===== config.mk =====
export PLATFORM = sky130hd
export DESIGN_NAME = cps_ctrl
export DESIGN_NICKNAME = d
export VERILOG_FILES = /design/src/rtl/cps_pkg.sv /design/src/rtl/cps_ctrl.sv
export SDC_FILE = /design/constraint.sdc
export NUM_CORES = 1
export LEC_CHECK = 0
export BUFFER_PORTS_ARGS = -buffer_cell sky130_fd_sc_hd__buf_2
export CAP_MARGIN = 10
export CORE_AREA = 2 2 39 41
export CTS_CLUSTER_DIAMETER = 50
export CTS_CLUSTER_SIZE = 40
export DETAILED_ROUTE_END_ITERATION = 10
export DIE_AREA = 0 0 41 43
export PLACE_DENSITY_LB_ADDON = 0.2
export SYNTH_ARGS = -nofsm -noshare
export SYNTH_HDL_FRONTEND = slang
export SYNTH_SLANG_ARGS = --single-unit

===== constraint.sdc =====
create_clock -name clk -period 4.35 [get_ports clk]
set_input_delay 1.305 -clock clk [delete_from_list [all_inputs] [get_ports clk]]
set_output_delay 1.305 -clock clk [all_outputs]
set_load 0.01 [all_outputs]

===== src/rtl/cps_pkg.sv =====
package cps_pkg;

	// sizing
	localparam int MAX_POINTS = 64;
	localparam int MAX_DIM    = 8;
	localparam int COORD_W    = 16;

	localparam int DEPTH   = MAX_POINTS * MAX_DIM;
	localparam int ADDR_W  = $clog2(DEPTH);
	localparam int CNT_W   = $clog2(DEPTH + 1);
	localparam int BASE_W  = CNT_W + 1;
	localparam int IDX_W   = $clog2(MAX_POINTS);
	localparam int NP_W    = $clog2(MAX_POINTS + 2);
	localparam int K_W     = (MAX_DIM > 1) ? $clog2(MAX_DIM) : 1;
	localparam int SQ_W    = 2 * COORD_W;

	// fixed field widths
	localparam int DIM_W   = 4;
	localparam int DIST_W  = 35;

	typedef enum logic [2:0] {
		S_LOAD,
		S_CHECK,
		S_ERR,
		S_SCAN,
		S_DRAIN,
		S_LEX,
		S_LDRAIN
	} cps_state_t;

	typedef struct packed {
		logic load;       // store accepted coordinate
		logic chk_init;   // final coordinate accepted: start point count
		logic chk_step;
		logic clr;        // clear coordinate count and overflow
		logic scan_init;
		logic scan_step;
		logic lex_init;
		logic lex_step;
		logic res_load;
		logic res_err;
	} cps_cmd_t;

	typedef struct packed {
		logic chk_bad;
		logic chk_match;
		logic chk_few;
		logic scan_final;
		logic k_last;
		logic pipe_busy;
		logic out_free;
	} cps_sts_t;

endpackage


===== src/rtl/cps_ctrl.sv =====
module cps_ctrl (
	input  logic              clk,
	input  logic              arst_n,
	input  logic              in_valid,
	input  logic              last,
	output logic              in_stall,
	input  cps_pkg::cps_sts_t sts,
	output cps_pkg::cps_cmd_t cmd
);

	cps_pkg::cps_state_t state_q, state_d;

	always_ff @(posedge clk or negedge arst_n) begin
		if (!arst_n) begin
			state_q <= cps_pkg::S_LOAD;
		end else begin
			state_q <= state_d;
		end
	end

	always_comb begin
		state_d  = state_q;
		cmd      = '0;
		in_stall = 1'b1;
		unique case (state_q)
			cps_pkg::S_LOAD: begin
				in_stall = 1'b0;
				if (in_valid) begin
					cmd.load = 1'b1;
					if (last) begin
						cmd.chk_init = 1'b1;
						state_d      = cps_pkg::S_CHECK;
					end
				end
			end
			cps_pkg::S_CHECK: begin
				if (sts.chk_bad || (sts.chk_match && sts.chk_few)) begin
					cmd.clr = 1'b1;
					state_d = cps_pkg::S_ERR;
				end else if (sts.chk_match) begin
					cmd.clr       = 1'b1;
					cmd.scan_init = 1'b1;
					state_d       = cps_pkg::S_SCAN;
				end else begin
					cmd.chk_step = 1'b1;
				end
			end
			cps_pkg::S_ERR: begin
				if (sts.out_free) begin
					cmd.res_err = 1'b1;
					state_d     = cps_pkg::S_LOAD;
				end
			end
			cps_pkg::S_SCAN: begin
				cmd.scan_step = 1'b1;
				if (sts.scan_final) begin
					state_d = cps_pkg::S_DRAIN;
				end
			end
			cps_pkg::S_DRAIN: begin
				if (!sts.pipe_busy) begin
					cmd.lex_init = 1'b1;
					state_d      = cps_pkg::S_LEX;
				end
			end
			cps_pkg::S_LEX: begin
				cmd.lex_step = 1'b1;
				if (sts.k_last) begin
					state_d = cps_pkg::S_LDRAIN;
				end
			end
			cps_pkg::S_LDRAIN: begin
				if (!sts.pipe_busy && sts.out_free) begin
					cmd.res_load = 1'b1;
					state_d      = cps_pkg::S_LOAD;
				end
			end
			default: begin
				state_d = cps_pkg::S_LOAD;
			end
		endcase
	end

endmodule


## Word-level counts from Yosys, hierarchy flattened

Cells that the tools add are included.

- Mux-type cells: 28
- Equality and inequality tests: 14
- Reduce and logical (&&, ||, !) cells: 6

Operator list:

| kind | count |
|---|---|
| $mux W3 | 10 |
| $pmux W3 S7 | 1 |
| $mux W1 | 14 |
| $ne A2 B2 Y1 const B | 7 |
| $eq A3 B3 Y1 const B | 3 |
| $reduce_and A8 Y1 | 1 |
| $eq A3 B2 Y1 const B | 2 |
| $mux W2 | 3 |
| $eq A3 B1 Y1 const B | 1 |
| $logic_not A3 Y1 | 1 |
| $ne A3 B3 Y1 const B | 1 |
| $logic_and A1 B1 Y1 | 2 |
| $logic_not A1 Y1 | 1 |
| $logic_or A1 B1 Y1 | 1 |

- Register bits: 3
- Output and inout bits: 11

## Logic depth before layout (Yosys ltp)

- Depth in word-level cells: 4
- Mapped depth: 5
- Depth with buffers taken out: 4

## Worst setup path before layout

OpenSTA, ideal clock, no wires.

- Path type: input to output
- From: input sts[4] (netlist name)
- To: output cmd[5] (netlist name)
- Data arrival time: 2,014 ps
- Setup slack: 1,031 ps
- Stages on the path: 2
- Cell sequence: or4b_4 nor2_1

RTL lines:

| item | RTL line | text |
|---|---|---|
| start, declared | cps_ctrl.sv:7 | `input cps_pkg::cps_sts_t sts,` |
| end, declared | cps_ctrl.sv:8 | `output cps_pkg::cps_cmd_t cmd` |

==> impl_metrics.toml <==
[die]
fp.coreArea_sq_um = 1380
die_height_um = 43
die_x_um = 41
initial_core_util_pct = 21.2
io_pins = 22
rows = 14
dieArea_sq_um = 1760

[sta]
fin_crit_ns = 3.46
max_clock_freq_mhz = 289
final-max-slew-violation-count = 0
holdWs_ns = 0.671
fin_tns_setup_ns = 0
clock_skew_ns = 0.000904
hold_violations = 0
period_share_pct = 79.5
rsz0062_at_grt = "no"
tightest_slew_ns = 0.344
layout_setup_ws_ns = 0.893
setup_viol = 0
slew_headroom_pct = 77.0

[setup_path]
worstSetupPathType = "input pin to primary output"
cp_top_family = "simple AND/OR/NAND/NOR gates"
crit_path_max_incr_delay_ns = 0.53
path_cells = "buf_2, or4b_4, nor2_1, buf_2"
worst-path-max-fanout = 2
required_ns = 3.04
start_kind = "input pin"
end_kind = "primary output"
worst_path_max_delay_cell = "or4b_4"
arrival_ns = 2.15
crit_top_cell = "buf_2"
cp.buffers_inverters = 2

[synthesis]
ys.flop_type = "dfrtp_1"
synth_fp_nets = 53
syn_area_per_cell_sq_um = 7.00
netlist_area_sq_um = 294
yosysWarnings = 0
ys_types = 20
ys_seq_area_share_pct = 25.5
synthCells = 42
ys_async_sr_fraction_pct = 100
synth_seq_cells = 3
synth_edf_count = 0
yosysTopAreaCellShare_pct = 25.5
yosys-top-cells-area = "dfrtp_1 26%, nor2_1 10%, nor2b_1 8.5%"
yosysTopAreaCell = "dfrtp_1"

[finish]
largest_register = "state_q"
layout-drive-gt1-share_pct = 41.5
reg_top3 = "state_q x3"
final_area_sq_um = 433
synthToLayoutAreaGrowth_pct = 47.2
n_antenna_cell = 0
final_common_cell = "buf_2"
fin_nets = 77
largest_register_ffs = 3
final_cell_mix = "21 x buf_2, 8 x nor2_1, 4 x nor3_1, 4 x nand2_1, 4 x nor2b_1"

[clock_network]
cts.clk_slew.worst_paths_ns = 0.03
clock-root-buffer = "clkbuf_4"
clk_latency_ns = 0.23
clock-sinks = 3
cts_resized = 0
cts_hold_buf = 0
cts_tree = "yes"
tritoncts.num_buffers = 3
cts_setup_buffers = 0
cts_buffer_depth = 2
htree_levels = 1

[drt]
top_layer = "met4"
m1WireLength_um = 343
drc = 0
post_drt_via_cell_ratio = 4.48
wl_met3_um = 63
vias = 363
drtIter0Drc = 1
wl_per_cell_um = 9.89
postRouteAntennaNets = 0
drt-total-wl_um = 801
drtPass1Iterations = 2
met2WireLength_um = 380

[run]
drv_cap = 0

[placement]
hpwl_um = 626
post-place-ws_ns = 0.889
portBuffers = 21
gp_congestion = 0.716
dpl_cell_area_sq_um = 407

[pwr]
p_total_mw = 0.241
vdd_drop_max_mv = 0.130
p_per_area_nw_per_um2 = 557
p_leak_nw = 0.236

[global_route]
gr-usage-all-layers_pct = 10.6
grt_pass1_vias = 314
gr-total-overflow = 0
antenna_found_initial = 0
grt_first_pass_wirelength_mm = 1.22
grt_max_degree = 13

[run_status]
status = "completed"

[worst_hold_path]
hold_path_class = "flip-flop to flip-flop"
final timing paths:
path                                        start                      to  slack [ns]  depth (start not counted)
hold / removal             state_q[0]$_DFFE_PN0P_  state_q[0]$_DFFE_PN0P_        0.67                          1
setup reg to reg           state_q[2]$_DFFE_PN0P_  state_q[0]$_DFFE_PN0P_        2.92                          3
min in group asynchronous                  arst_n  state_q[1]$_DFFE_PN0P_        0.86                          1
max in group asynchronous                  arst_n  state_q[2]$_DFFE_PN0P_        3.39                          1
hold reg to reg            state_q[0]$_DFFE_PN0P_  state_q[0]$_DFFE_PN0P_        0.67                          1
setup / recovery                           sts[4]                  cmd[5]        0.89                          4
cells by family after synthesis:
family,Yosys count,synth area share (%)
DFF,3,25.5
and+or+nand+nor,26,46.0
buffers and inverters,5,8.08
AOI/OAI and AO/OA,8,20.4
routing by layer:
layer	vias up	track usage, %
met5	-	0
met1	156	12.0
met4	0	8.00
li1	191	-
met3	2	3.14
met2	14	15.6
report_power, final:
| part | total (mW) | leakage (nW) | switching, mW | internal [mW] |
|---|---|---|---|---|
| registers | 0.0696 | 0.0382 | 0.0299 | 0.0397 |
| clock network | 0.0480 | 0.0150 | 0.0137 | 0.0343 |
| logic | 0.124 | 0.183 | 0.0621 | 0.0615 |
| total | 0.241 | 0.236 | 0.106 | 0.135 |
cells in the mapped netlist (2+ instances only):
cell and instances:
nand2_1 4, inv_1 2, nand2b_1 3, dfrtp_1 3
o21ai_0 2, nor3_1 4, nor2_1 8, nor2b_1 4
area by class of cell:
| type | count | area [sq um] |
|---|---|---|
| fillers | 159 | 951 |
| flip-flops and latches | 3 | 75.1 |
| well taps | 16 | 20.0 |
| repair buffers | 21 | 105 |
| multi-input cells | 34 | 195 |
| inverters | 3 | 11.3 |
| clock buffers | 4 | 26.3 |
through the flow:
step / std cells / utilization [%]
global route: 81 / 31.3
detailed placement: 77 / 29.4
finish: 81 / 31.3
CTS: 81 / 31.3
floorplan: 42 / -
global placement: 77 / 29.4
Note: power is estimated with default switching activity, not from simulation.
